$ cat src/sv/hash_bucket_slot_table_assert.svh
// assertion macros shared by the hash bucket slot table rtl
`ifndef HASH_BUCKET_SLOT_TABLE_ASSERT_SVH
`define HASH_BUCKET_SLOT_TABLE_ASSERT_SVH

// same-cycle implication, disabled while reset is asserted
`define HBST_ASSERT_IMP(lbl, clk, rst_n, ante, cons) \
    lbl: assert property (@(posedge clk) disable iff (!rst_n) (ante) |-> (cons)) \
        else $error("hbst: same-cycle check failed");

// next-cycle implication, disabled while reset is asserted
`define HBST_ASSERT_NXT(lbl, clk, rst_n, ante, cons) \
    lbl: assert property (@(posedge clk) disable iff (!rst_n) (ante) |=> (cons)) \
        else $error("hbst: next-cycle check failed");

`endif

$ cat src/sv/hbst_pkg.sv
// shared constants and codes for the hash bucket slot table
`timescale 1ns / 1ps

package hbst_pkg;

    // default sizing
    localparam int SLOTS_DEF      = 32;
    localparam int KEY_BITS_DEF   = 32;
    localparam int VALUE_BITS_DEF = 32;

    // fixed port field widths
    localparam int FUNC_W  = 2;
    localparam int KEY_W   = 32;
    localparam int VALUE_W = 32;
    localparam int SLOT_W  = 5;
    localparam int COUNT_W = 6;

    // operation codes
    typedef logic [FUNC_W-1:0] t_func;
    localparam t_func FN_LOOKUP = 2'd0;
    localparam t_func FN_INSERT = 2'd1;
    localparam t_func FN_REMOVE = 2'd2;
    localparam t_func FN_READ   = 2'd3;

endpackage

$ cat src/sv/hbst_if.sv
// request and result channels of the hash bucket slot table
`timescale 1ns / 1ps

interface hbst_req_if;
    logic                        valid;
    logic                        ready;
    logic [hbst_pkg::FUNC_W-1:0]  func;
    logic [hbst_pkg::KEY_W-1:0]   key;
    logic [hbst_pkg::VALUE_W-1:0] value;
    logic [hbst_pkg::SLOT_W-1:0]  slot;

    modport source (output valid, func, key, value, slot, input ready);
    modport sink   (input valid, func, key, value, slot, output ready);
endinterface

interface hbst_res_if;
    logic                         valid;
    logic                         ready;
    logic                         ok;
    logic [hbst_pkg::KEY_W-1:0]   out_key;
    logic [hbst_pkg::VALUE_W-1:0] out_value;
    logic                         last;
    logic [hbst_pkg::COUNT_W-1:0] valid_count;
    logic                         full_res;
    logic                         empty_res;

    modport source (output valid, ok, out_key, out_value, last, valid_count,
                    full_res, empty_res, input ready);
    modport sink   (input valid, ok, out_key, out_value, last, valid_count,
                    full_res, empty_res, output ready);
endinterface

$ cat src/sv/hbst_cell.sv
// one slot of the rotating ring: valid bit, key and value
`timescale 1ns / 1ps

module hbst_cell #(
    parameter int KEY_BITS   = hbst_pkg::KEY_BITS_DEF,
    parameter int VALUE_BITS = hbst_pkg::VALUE_BITS_DEF
) (
    input  logic                  i_clk,
    input  logic                  i_rst_n,
    input  logic                  i_shift,
    input  logic                  i_valid,
    input  logic [KEY_BITS-1:0]   i_key,
    input  logic [VALUE_BITS-1:0] i_value,
    output logic                  o_valid,
    output logic [KEY_BITS-1:0]   o_key,
    output logic [VALUE_BITS-1:0] o_value
);
    import hbst_pkg::*;

    logic                  r_valid;
    logic [KEY_BITS-1:0]   r_key;
    logic [VALUE_BITS-1:0] r_value;

    // valid bit, cleared at reset
    always_ff @(posedge i_clk) begin
        if (!i_rst_n) begin
            r_valid <= 1'b0;
        end else if (i_shift) begin
            r_valid <= i_valid;
        end
    end

    // slot payload, taken from the neighbor on each shift
    always_ff @(posedge i_clk) begin
        if (i_shift) begin
            r_key   <= i_key;
            r_value <= i_value;
        end
    end

    assign o_valid = r_valid;
    assign o_key   = r_key;
    assign o_value = r_value;

endmodule

$ cat src/sv/hash_bucket_slot_table.sv
// Hash bucket slot table: SLOTS key/value slots held in a ring of cells that
// rotates by one slot per cycle, while an operation walks it and is not
// stalled, past a single compare point at cell 0. Every operation walks the
// ring and then loads its final word into the output register. Lookup,
// remove, read slot and a refused insert walk it once; an insert that stores
// makes a second turn to reach the lowest free slot before its final word is
// loaded. The next request can be taken in the cycle after the final word is
// loaded. A lookup with several hits emits one word per hit, in slot order,
// as the ring brings up the next hit. When such a hit meets a stalled output
// the ring stops, and a final word that meets a stalled output waits. Either
// way the operation is held up for as long as the stall lasts. A request is
// taken only when no operation is in flight. Valid bits clear at reset; keys
// and values of slots never written read back as undefined.
`timescale 1ns / 1ps

module hash_bucket_slot_table #(
    parameter int SLOTS      = hbst_pkg::SLOTS_DEF,
    parameter int KEY_BITS   = hbst_pkg::KEY_BITS_DEF,
    parameter int VALUE_BITS = hbst_pkg::VALUE_BITS_DEF
) (
    input  logic      i_clk,
    input  logic      i_rst_n,
    hbst_req_if.sink  i_req,
    hbst_res_if.source o_res
);
    import hbst_pkg::*;

    `include "hash_bucket_slot_table_assert.svh"

    localparam int IDX_W = $clog2(SLOTS);
    localparam int CNT_W = $clog2(SLOTS + 1);
    localparam int RNG_W = SLOT_W + 2;
    localparam logic [IDX_W-1:0] LAST_STEP = IDX_W'(SLOTS - 1);
    localparam logic [CNT_W-1:0] CNT_FULL  = CNT_W'(SLOTS);

    // controller states
    localparam logic [1:0] ST_IDLE  = 2'd0;
    localparam logic [1:0] ST_PASS1 = 2'd1;
    localparam logic [1:0] ST_PASS2 = 2'd2;
    localparam logic [1:0] ST_FINAL = 2'd3;

    // ring of cells
    logic                  w_valid [SLOTS];
    logic [KEY_BITS-1:0]   w_key   [SLOTS];
    logic [VALUE_BITS-1:0] w_value [SLOTS];
    logic                  w_adv;
    logic                  w_wb_valid;
    logic [KEY_BITS-1:0]   w_wb_key;
    logic [VALUE_BITS-1:0] w_wb_value;

    // control registers
    logic [1:0]            r_state, n_state;
    logic [IDX_W-1:0]      r_step, n_step;
    logic [CNT_W-1:0]      r_count, n_count;
    logic                  r_out_valid, n_out_valid;

    // operation registers
    t_func                 r_func, n_func;
    logic [KEY_BITS-1:0]   r_key, n_key;
    logic [VALUE_BITS-1:0] r_value, n_value;
    logic [IDX_W-1:0]      r_rd_idx, n_rd_idx;
    logic                  r_rd_in, n_rd_in;
    logic                  r_dup, n_dup;
    logic                  r_free_found, n_free_found;
    logic [IDX_W-1:0]      r_free_idx, n_free_idx;
    logic                  r_done, n_done;
    logic                  r_pend, n_pend;
    logic [VALUE_BITS-1:0] r_pend_val, n_pend_val;
    logic                  r_rd_ok, n_rd_ok;
    logic [KEY_BITS-1:0]   r_rd_key, n_rd_key;
    logic [VALUE_BITS-1:0] r_rd_val, n_rd_val;

    // output word registers
    logic                  r_out_ok, n_out_ok;
    logic [KEY_W-1:0]      r_out_key, n_out_key;
    logic [VALUE_W-1:0]    r_out_val, n_out_val;
    logic                  r_out_last, n_out_last;
    logic [COUNT_W-1:0]    r_out_cnt, n_out_cnt;
    logic                  r_out_full, n_out_full;
    logic                  r_out_empty, n_out_empty;

    // width adaptation between port fields and stored widths
    logic [63:0]           w_in_key64, w_in_val64;
    logic [63:0]           w_key64, w_pend64, w_rd_key64, w_rd_val64;
    logic                  w_key_hit, w_exact, w_out_free, w_last_step;
    logic [IDX_W-1:0]      w_step_inc;

    assign w_in_key64 = 64'(i_req.key);
    assign w_in_val64 = 64'(i_req.value);
    assign w_key64    = 64'(r_key);
    assign w_pend64   = 64'(r_pend_val);
    assign w_rd_key64 = 64'(r_rd_key);
    assign w_rd_val64 = 64'(r_rd_val);

    // ring: cell i takes from cell i+1, the last cell takes the edited head
    for (genvar g = 0; g < SLOTS; g++) begin : g_cell
        if (g == SLOTS - 1) begin : g_tail
            hbst_cell #(.KEY_BITS(KEY_BITS), .VALUE_BITS(VALUE_BITS)) u_cell (
                .i_clk   (i_clk),
                .i_rst_n (i_rst_n),
                .i_shift (w_adv),
                .i_valid (w_wb_valid),
                .i_key   (w_wb_key),
                .i_value (w_wb_value),
                .o_valid (w_valid[g]),
                .o_key   (w_key[g]),
                .o_value (w_value[g])
            );
        end else begin : g_body
            hbst_cell #(.KEY_BITS(KEY_BITS), .VALUE_BITS(VALUE_BITS)) u_cell (
                .i_clk   (i_clk),
                .i_rst_n (i_rst_n),
                .i_shift (w_adv),
                .i_valid (w_valid[g+1]),
                .i_key   (w_key[g+1]),
                .i_value (w_value[g+1]),
                .o_valid (w_valid[g]),
                .o_key   (w_key[g]),
                .o_value (w_value[g])
            );
        end
    end

    // compare at the head cell
    assign w_key_hit   = w_valid[0] && (w_key[0] == r_key);
    assign w_exact     = w_key_hit && (w_value[0] == r_value);
    assign w_out_free  = !r_out_valid || o_res.ready;
    assign w_last_step = (r_step == LAST_STEP);
    assign w_step_inc  = w_last_step ? '0 : r_step + 1'b1;

    // sequencer for one operation: its walks of the ring and its final word
    always_comb begin
        n_state      = r_state;
        n_step       = r_step;
        n_count      = r_count;
        n_func       = r_func;
        n_key        = r_key;
        n_value      = r_value;
        n_rd_idx     = r_rd_idx;
        n_rd_in      = r_rd_in;
        n_dup        = r_dup;
        n_free_found = r_free_found;
        n_free_idx   = r_free_idx;
        n_done       = r_done;
        n_pend       = r_pend;
        n_pend_val   = r_pend_val;
        n_rd_ok      = r_rd_ok;
        n_rd_key     = r_rd_key;
        n_rd_val     = r_rd_val;
        n_out_valid  = r_out_valid && !o_res.ready;
        n_out_ok     = r_out_ok;
        n_out_key    = r_out_key;
        n_out_val    = r_out_val;
        n_out_last   = r_out_last;
        n_out_cnt    = r_out_cnt;
        n_out_full   = r_out_full;
        n_out_empty  = r_out_empty;
        w_adv        = 1'b0;
        w_wb_valid   = w_valid[0];
        w_wb_key     = w_key[0];
        w_wb_value   = w_value[0];
        unique case (r_state)
            ST_IDLE: begin
                if (i_req.valid) begin
                    n_state      = ST_PASS1;
                    n_func       = i_req.func;
                    n_key        = w_in_key64[KEY_BITS-1:0];
                    n_value      = w_in_val64[VALUE_BITS-1:0];
                    n_rd_idx     = IDX_W'(i_req.slot);
                    n_rd_in      = (RNG_W'(i_req.slot) < RNG_W'(SLOTS));
                    n_dup        = 1'b0;
                    n_free_found = 1'b0;
                    n_done       = 1'b0;
                    n_pend       = 1'b0;
                    n_rd_ok      = 1'b0;
                end
            end
            ST_PASS1: begin
                w_adv = 1'b1;
                unique case (r_func)
                    FN_LOOKUP: begin
                        if (w_key_hit) begin
                            if (r_pend) begin
                                // earlier hit goes out, this one waits
                                if (w_out_free) begin
                                    n_out_valid = 1'b1;
                                    n_out_ok    = 1'b1;
                                    n_out_key   = w_key64[KEY_W-1:0];
                                    n_out_val   = w_pend64[VALUE_W-1:0];
                                    n_out_last  = 1'b0;
                                    n_out_cnt   = COUNT_W'(r_count);
                                    n_out_full  = (r_count == CNT_FULL);
                                    n_out_empty = (r_count == '0);
                                    n_pend_val  = w_value[0];
                                end else begin
                                    w_adv = 1'b0;
                                end
                            end else begin
                                n_pend     = 1'b1;
                                n_pend_val = w_value[0];
                            end
                        end
                    end
                    FN_INSERT: begin
                        if (w_exact) begin
                            n_dup = 1'b1;
                        end
                        if (!w_valid[0] && !r_free_found) begin
                            n_free_found = 1'b1;
                            n_free_idx   = r_step;
                        end
                    end
                    FN_REMOVE: begin
                        if (w_exact && !r_done) begin
                            w_wb_valid = 1'b0;
                            n_done     = 1'b1;
                            n_count    = r_count - 1'b1;
                        end
                    end
                    FN_READ: begin
                        if (r_step == r_rd_idx) begin
                            n_rd_ok  = w_valid[0];
                            n_rd_key = w_key[0];
                            n_rd_val = w_value[0];
                        end
                    end
                    default: ;
                endcase
                if (w_adv) begin
                    n_step = w_step_inc;
                    if (w_last_step) begin
                        if (r_func == FN_INSERT && !n_dup && n_free_found) begin
                            n_state = ST_PASS2;
                        end else begin
                            n_state = ST_FINAL;
                        end
                    end
                end
            end
            ST_PASS2: begin
                // second turn stores the pair in the lowest free slot
                w_adv = 1'b1;
                if (r_step == r_free_idx) begin
                    w_wb_valid = 1'b1;
                    w_wb_key   = r_key;
                    w_wb_value = r_value;
                    n_done     = 1'b1;
                    n_count    = r_count + 1'b1;
                end
                n_step = w_step_inc;
                if (w_last_step) begin
                    n_state = ST_FINAL;
                end
            end
            ST_FINAL: begin
                if (w_out_free) begin
                    n_state     = ST_IDLE;
                    n_out_valid = 1'b1;
                    n_out_last  = 1'b1;
                    n_out_key   = w_key64[KEY_W-1:0];
                    n_out_val   = '0;
                    n_out_cnt   = COUNT_W'(r_count);
                    n_out_full  = (r_count == CNT_FULL);
                    n_out_empty = (r_count == '0);
                    unique case (r_func)
                        FN_LOOKUP: begin
                            n_out_ok  = r_pend;
                            n_out_val = r_pend ? w_pend64[VALUE_W-1:0] : '0;
                        end
                        FN_INSERT, FN_REMOVE: begin
                            n_out_ok = r_done;
                        end
                        FN_READ: begin
                            n_out_ok  = r_rd_in && r_rd_ok;
                            n_out_key = r_rd_in ? w_rd_key64[KEY_W-1:0] : '0;
                            n_out_val = r_rd_in ? w_rd_val64[VALUE_W-1:0] : '0;
                        end
                        default: ;
                    endcase
                end
            end
            default: ;
        endcase
    end

    // control state
    always_ff @(posedge i_clk) begin
        if (!i_rst_n) begin
            r_state     <= ST_IDLE;
            r_step      <= '0;
            r_count     <= '0;
            r_out_valid <= 1'b0;
        end else begin
            r_state     <= n_state;
            r_step      <= n_step;
            r_count     <= n_count;
            r_out_valid <= n_out_valid;
        end
    end

    // operation and output word payload
    always_ff @(posedge i_clk) begin
        r_func       <= n_func;
        r_key        <= n_key;
        r_value      <= n_value;
        r_rd_idx     <= n_rd_idx;
        r_rd_in      <= n_rd_in;
        r_dup        <= n_dup;
        r_free_found <= n_free_found;
        r_free_idx   <= n_free_idx;
        r_done       <= n_done;
        r_pend       <= n_pend;
        r_pend_val   <= n_pend_val;
        r_rd_ok      <= n_rd_ok;
        r_rd_key     <= n_rd_key;
        r_rd_val     <= n_rd_val;
        r_out_ok     <= n_out_ok;
        r_out_key    <= n_out_key;
        r_out_val    <= n_out_val;
        r_out_last   <= n_out_last;
        r_out_cnt    <= n_out_cnt;
        r_out_full   <= n_out_full;
        r_out_empty  <= n_out_empty;
    end

    // ports
    assign i_req.ready       = (r_state == ST_IDLE);
    assign o_res.valid       = r_out_valid;
    assign o_res.ok          = r_out_ok;
    assign o_res.out_key     = r_out_key;
    assign o_res.out_value   = r_out_val;
    assign o_res.last        = r_out_last;
    assign o_res.valid_count = r_out_cnt;
    assign o_res.full_res    = r_out_full;
    assign o_res.empty_res   = r_out_empty;

    // checks
    `HBST_ASSERT_IMP(a_idle_aligned, i_clk, i_rst_n, r_state == ST_IDLE, r_step == '0)
    `HBST_ASSERT_IMP(a_count_range, i_clk, i_rst_n, 1'b1, r_count <= CNT_FULL)
    `HBST_ASSERT_NXT(a_accept_starts, i_clk, i_rst_n, i_req.valid && i_req.ready, r_state == ST_PASS1)
    `HBST_ASSERT_IMP(a_full_empty, i_clk, i_rst_n, r_out_valid, !(r_out_full && r_out_empty))

endmodule

$ cat src/flat_wrapper.sv
// flat-port wrapper written by rule: the top's interface ports become plain ports
module hash_bucket_slot_table_flat import hbst_pkg::*;
#(
    parameter int SLOTS      = hbst_pkg::SLOTS_DEF,
    parameter int KEY_BITS   = hbst_pkg::KEY_BITS_DEF,
    parameter int VALUE_BITS = hbst_pkg::VALUE_BITS_DEF
)
  (i_clk, i_rst_n, i_req_valid, i_req_func, i_req_key, i_req_value, i_req_slot, i_req_ready, o_res_valid, o_res_ok, o_res_out_key, o_res_out_value, o_res_last, o_res_valid_count, o_res_full_res, o_res_empty_res, o_res_ready);
  hbst_req_if i_req_i ();
  hbst_res_if o_res_i ();
  input  logic i_clk;
  input  logic i_rst_n;
  input wire logic [$bits(i_req_i.valid)-1:0] i_req_valid;
  input wire logic [$bits(i_req_i.func)-1:0] i_req_func;
  input wire logic [$bits(i_req_i.key)-1:0] i_req_key;
  input wire logic [$bits(i_req_i.value)-1:0] i_req_value;
  input wire logic [$bits(i_req_i.slot)-1:0] i_req_slot;
  output wire logic [$bits(i_req_i.ready)-1:0] i_req_ready;
  output wire logic [$bits(o_res_i.valid)-1:0] o_res_valid;
  output wire logic [$bits(o_res_i.ok)-1:0] o_res_ok;
  output wire logic [$bits(o_res_i.out_key)-1:0] o_res_out_key;
  output wire logic [$bits(o_res_i.out_value)-1:0] o_res_out_value;
  output wire logic [$bits(o_res_i.last)-1:0] o_res_last;
  output wire logic [$bits(o_res_i.valid_count)-1:0] o_res_valid_count;
  output wire logic [$bits(o_res_i.full_res)-1:0] o_res_full_res;
  output wire logic [$bits(o_res_i.empty_res)-1:0] o_res_empty_res;
  input wire logic [$bits(o_res_i.ready)-1:0] o_res_ready;
  assign i_req_i.valid = i_req_valid;
  assign i_req_i.func = i_req_func;
  assign i_req_i.key = i_req_key;
  assign i_req_i.value = i_req_value;
  assign i_req_i.slot = i_req_slot;
  assign i_req_ready = i_req_i.ready;
  assign o_res_valid = o_res_i.valid;
  assign o_res_ok = o_res_i.ok;
  assign o_res_out_key = o_res_i.out_key;
  assign o_res_out_value = o_res_i.out_value;
  assign o_res_last = o_res_i.last;
  assign o_res_valid_count = o_res_i.valid_count;
  assign o_res_full_res = o_res_i.full_res;
  assign o_res_empty_res = o_res_i.empty_res;
  assign o_res_i.ready = o_res_ready;
  hash_bucket_slot_table #(.SLOTS(SLOTS), .KEY_BITS(KEY_BITS), .VALUE_BITS(VALUE_BITS)) u_core (.i_clk(i_clk), .i_rst_n(i_rst_n), .i_req(i_req_i), .o_res(o_res_i));
endmodule
$ cat config.mk
export PLATFORM = sky130hd
export DESIGN_NAME = hash_bucket_slot_table_flat
export DESIGN_NICKNAME = d
export VERILOG_FILES = /design/src/sv/hbst_pkg.sv /design/src/sv/hbst_if.sv /design/src/sv/hbst_cell.sv /design/src/sv/hash_bucket_slot_table.sv /design/src/flat_wrapper.sv
export VERILOG_INCLUDE_DIRS = /design/src /design/src/sv
export SDC_FILE = /design/constraint.sdc
export NUM_CORES = 1
export LEC_CHECK = 0
export ABC_CLOCK_PERIOD_IN_PS = 125000
export BUFFER_PORTS_ARGS = -buffer_cell sky130_fd_sc_hd__buf_2
export CORE_ASPECT_RATIO = 0.75
export CORE_MARGIN = 4
export CORE_UTILIZATION = 45
export CTS_CLUSTER_DIAMETER = 40
export DETAILED_ROUTE_END_ITERATION = 12
export GPL_TIMING_DRIVEN = 0
export PLACE_DENSITY_LB_ADDON = 0.12
export SYNTH_ARGS = -nofsm -noshare
export SYNTH_HDL_FRONTEND = slang
export SYNTH_SLANG_ARGS = --single-unit
$ cat constraint.sdc
create_clock -name i_clk -period 125 [get_ports i_clk]
set_input_delay 18.75 -clock i_clk [delete_from_list [all_inputs] [get_ports i_clk]]
set_output_delay 18.75 -clock i_clk [all_outputs]
set_load 0.005 [all_outputs]
==> impl_metrics.json <==
{
  "hold_start": "u_core.g_cell[23].g_body.u_cell.o_key[10]",
  "synth_area_leader_cell": "edfxtp_1",
  "instances_no_fill": 5550,
  "row_count": 128,
  "numCtsBuffers": 226,
  "h-tree-depth": 4,
  "dr.pass1.iters": 6,
  "worst_pin_slew_ns": 1.39,
  "slew_headroom_pct": 7.26,
  "vdd_ir_drop_max_mv": 0.0149,
  "cts_sinks": 2345,
  "drc": 0,
  "antenna_found_initial": 6,
  "hold_buffers": 0,
  "min_to": "u_core.g_cell[22].g_body.u_cell.o_key[10]",
  "hold_path_depth": 0,
  "hpwl_um": 62000,
  "fin_ws_ns": 103.06,
  "grt_max_degree": 159,
  "synth_flop_cell": "edfxtp_1",
  "finalHoldViolations": 0,
  "r2r_end": "u_core.g_cell[13].g_body.u_cell.o_key[13]",
  "wl_met1_um": 53700,
  "cts_setup_buffers": 0,
  "wl_met3_um": 5820,
  "maxCapViolations": 0,
  "slew_violations": 0,
  "via_count": 27100,
  "rsz0062_at_grt": "false",
  "post-route-period-util_pct": 17.6,
  "dp.cells": 5125,
  "seqPwrFrac_pct": 58.5,
  "gp_congestion": 0.785,
  "synth-edff-count": 2299,
  "register_area_mm2": 0.0700,
  "fin_nets": 3298,
  "cts_root_buf": "clkbuf_16",
  "ios": 151,
  "ctsLongestPathBuffers": 3,
  "die_area_mm2": 0.170,
  "layout-drive-gt1-share_pct": 18.4,
  "met2_length_um": 50700,
  "worstPathRequired_ns": 125.43,
  "grt_pass1_wl_um": 169000,
  "synthTopCellsByArea": "edfxtp_1 (94%), mux2_2 (1.5%), dfxtp_1 (1.3%)",
  "wl_per_cell_um": 20.3,
  "status": "complete, no violations",
  "clock.fmax_mhz": 45.6,
  "drtAntennaViolNets": 0,
  "rr_startpoint": "u_core.r_key[15]",
  "min_period_ns": 21.94,
  "power.density_mw_per_mm2": 24.1,
  "n_fill_cell": 12300,
  "core-area_mm2": 0.163,
  "initial_utilization_pct": 45.3,
  "wl_um": 113000,
  "clkPwrFrac_pct": 33.3,
  "highest-signal-layer": "met4",
  "final_core_util_pct": 52.5,
  "clock_skew_ns": 0.0396,
  "die_h_um": 358,
  "p_comb_share_pct": 8.3,
  "cts-resized-gates": 0,
  "die_w_um": 475,
  "yosysSeqAreaShare_pct": 95.0,
  "p_sw_uw": 482,
  "p_int_uw": 1570,
  "leakagePower_uw": 0.0274,
  "synth_fp_nets": 2898,
  "synth_top_area_share_pct": 93.8,
  "synth.distinct_cells": 50,
  "setup_viol": 0,
  "synth_commonest_cells": "edfxtp_1 (2299), mux2_2 (95), xnor2_1 (71), nor2_1 (47), dfxtp_1 (46)",
  "path_clk_slew_ns": 0.06,
  "swShare_pct": 23.5,
  "gr-total-overflow": 0,
  "finalSetupTns_ns": 0,
  "crit_arrival_ns": 22.37,
  "track_usage_pct": 13.1,
  "grt_pass1_vias": 27300,
  "worstSkewPairLatency_ns": 0.82,
  "syn_area_mm2": 0.0736,
  "synth_most_common_cell": "edfxtp_1",
  "yosysWarnings": 0,
  "area_growth_pct": 15.8,
  "async_flop_share_pct": 0,
  "syn_inst": 2808,
  "synth-seq-cells": 2345,
  "worstSetupPathType": "input port to flop",
  "endpoint_kind": "flop",
  "dp_slack_ns": 102.14,
  "vias_per_cell": 4.88,
  "portBuffers": 150,
  "dr.first_iter.drc_count": 2810,
  "multi_input_area_mm2": 0.00354,
  "start_kind": "input port",
  "ff2ff_path_depth": 9,
  "cp_max_fo": 139,
  "postSynthAreaPerCell_um2": 26.2,
  "reg2reg_slack_ns": 119.70,
  "power_uw": 2050,
  "cts_tree": "built",
  "hold_path.class": "flop to flop"
}
-- kinds of logic after synthesis --
logic type / synth area share [%]
flip-flops: 95.0
AO/OA/AOI/OAI: 0.775
buffers and inverters: 0.204
XOR/XNOR: 0.928
multiplexers: 1.93
adder cells (fa/ha/maj): 0.265
AND/OR/NAND/NOR: 0.884
-- cell usage in the layout, fill, tap and decap left out, types with 7 or more instances in the layout --
cell type / synthesis / routed
nand4_1: 18 / 18
nor2_1: 47 / 45
ha_1: 14 / 14
mux2i_1: 35 / 35
clkinv_4: 0 / 10
xor2_1: 7 / 7
bufinv_16: 0 / 24
clkbuf_1: 19 / 64
inv_6: 0 / 14
clkbuf_8: 0 / 10
inv_1: 11 / 10
nand3_1: 7 / 7
xnor2_1: 71 / 71
clkinv_2: 0 / 28
buf_16: 0 / 17
nand2_1: 16 / 16
o21ai_0: 9 / 9
inv_8: 0 / 8
edfxtp_1: 2299 / 2299
clkinvlp_4: 0 / 10
a22o_1: 32 / 32
clkinv_1: 0 / 29
buf_2: 0 / 150
clkbuf_16: 0 / 228
dfxtp_1: 46 / 46
mux2_2: 95 / 95
a21oi_1: 15 / 15
-- power groups by stage --
stage	clock network, uW	logic [uW]	registers (uW)
after floorplan	0	109	1640
after global placement	0	150	1780
after detailed placement	0	176	1210
after CTS	708	175	1200
after global routing	744	187	1220
final	683	170	1200
-- through the flow --
stage	area [um^2]	hold slack, ns
6_report	85300	0.382
4_1_cts	85300	0.366
2_1_floorplan	73600	0.400
5_1_grt	85300	0.362
3_5_place_dp	77700	0.405
3_3_place_gp	77100	0.400
-- layout make-up --
| type | instances | area share [%] |
|---|---|---|
| Sequential cell | 2345 | 82.0 |
| Multi-Input combinational cell | 426 | 4.16 |
| Timing Repair Buffer | 172 | 1.55 |
| Tap cell | 2145 | 3.15 |
| Antenna cell | 6 | 0.0176 |
| Clock buffer | 284 | 7.05 |
| Inverter | 12 | 0.0616 |
| Clock inverter | 135 | 1.86 |
| Buffer | 25 | 0.125 |
-- registers in the layout, summed over array words and instances (netlist names), 5 cells and up --
signal                               cells
u_core.o_res.out_key                    32
u_core.r_rd_idx                          5
u_core.r_free_idx                        5
u_core.r_pend_val                       32
u_core.g_cell.g_body.u_cell.o_valid     31
u_core.g_cell.g_body.u_cell.o_value    992
u_core.o_res.valid_count                 6
u_core.o_res.out_value                  32
u_core.r_count                           6
u_core.g_cell.g_body.u_cell.o_key      992
u_core.r_rd_key                         32
u_core.g_cell.g_tail.u_cell.o_key       32
u_core.r_value                          32
u_core.r_step                            5
u_core.g_cell.g_tail.u_cell.o_value     32
u_core.r_rd_val                         32
u_core.r_key                            32
-- critical path: stages --
cell      delay (ns)
buf_2           0.10
nor2b_1         0.56
and3_1          0.32
nand2_1         0.07
o221ai_1        0.72
inv_8           0.42
buf_16          0.40
buf_16          0.38
buf_16          0.36
-- per-layer routing --
metal | vias up | GRT usage, %
met1 | 14100 | 19.2
met4 | 0 | 4.01
met3 | 229 | 3.53
met5 | - | 0
li1 | 12200 | -
met2 | 571 | 19.3
-- worst max path at each step --
stage	depth (start not counted)	to	slack, ns	startpoint
after floorplan	6	u_core.g_cell[31].g_tail.u_cell.o_valid	63.20	o_res_ready
after global placement	7	u_core.g_cell[31].g_tail.u_cell.o_valid	52.39	o_res_ready
after detailed placement	9	u_core.g_cell[29].g_body.u_cell.o_value[27]	102.14	o_res_ready
after CTS	9	u_core.g_cell[16].g_body.u_cell.o_value[29]	103.06	o_res_ready
after global routing	9	u_core.g_cell[27].g_body.u_cell.o_value[27]	102.85	o_res_ready
final	9	u_core.g_cell[13].g_body.u_cell.o_key[13]	103.06	o_res_ready
Power figures use the tool's default switching activity.
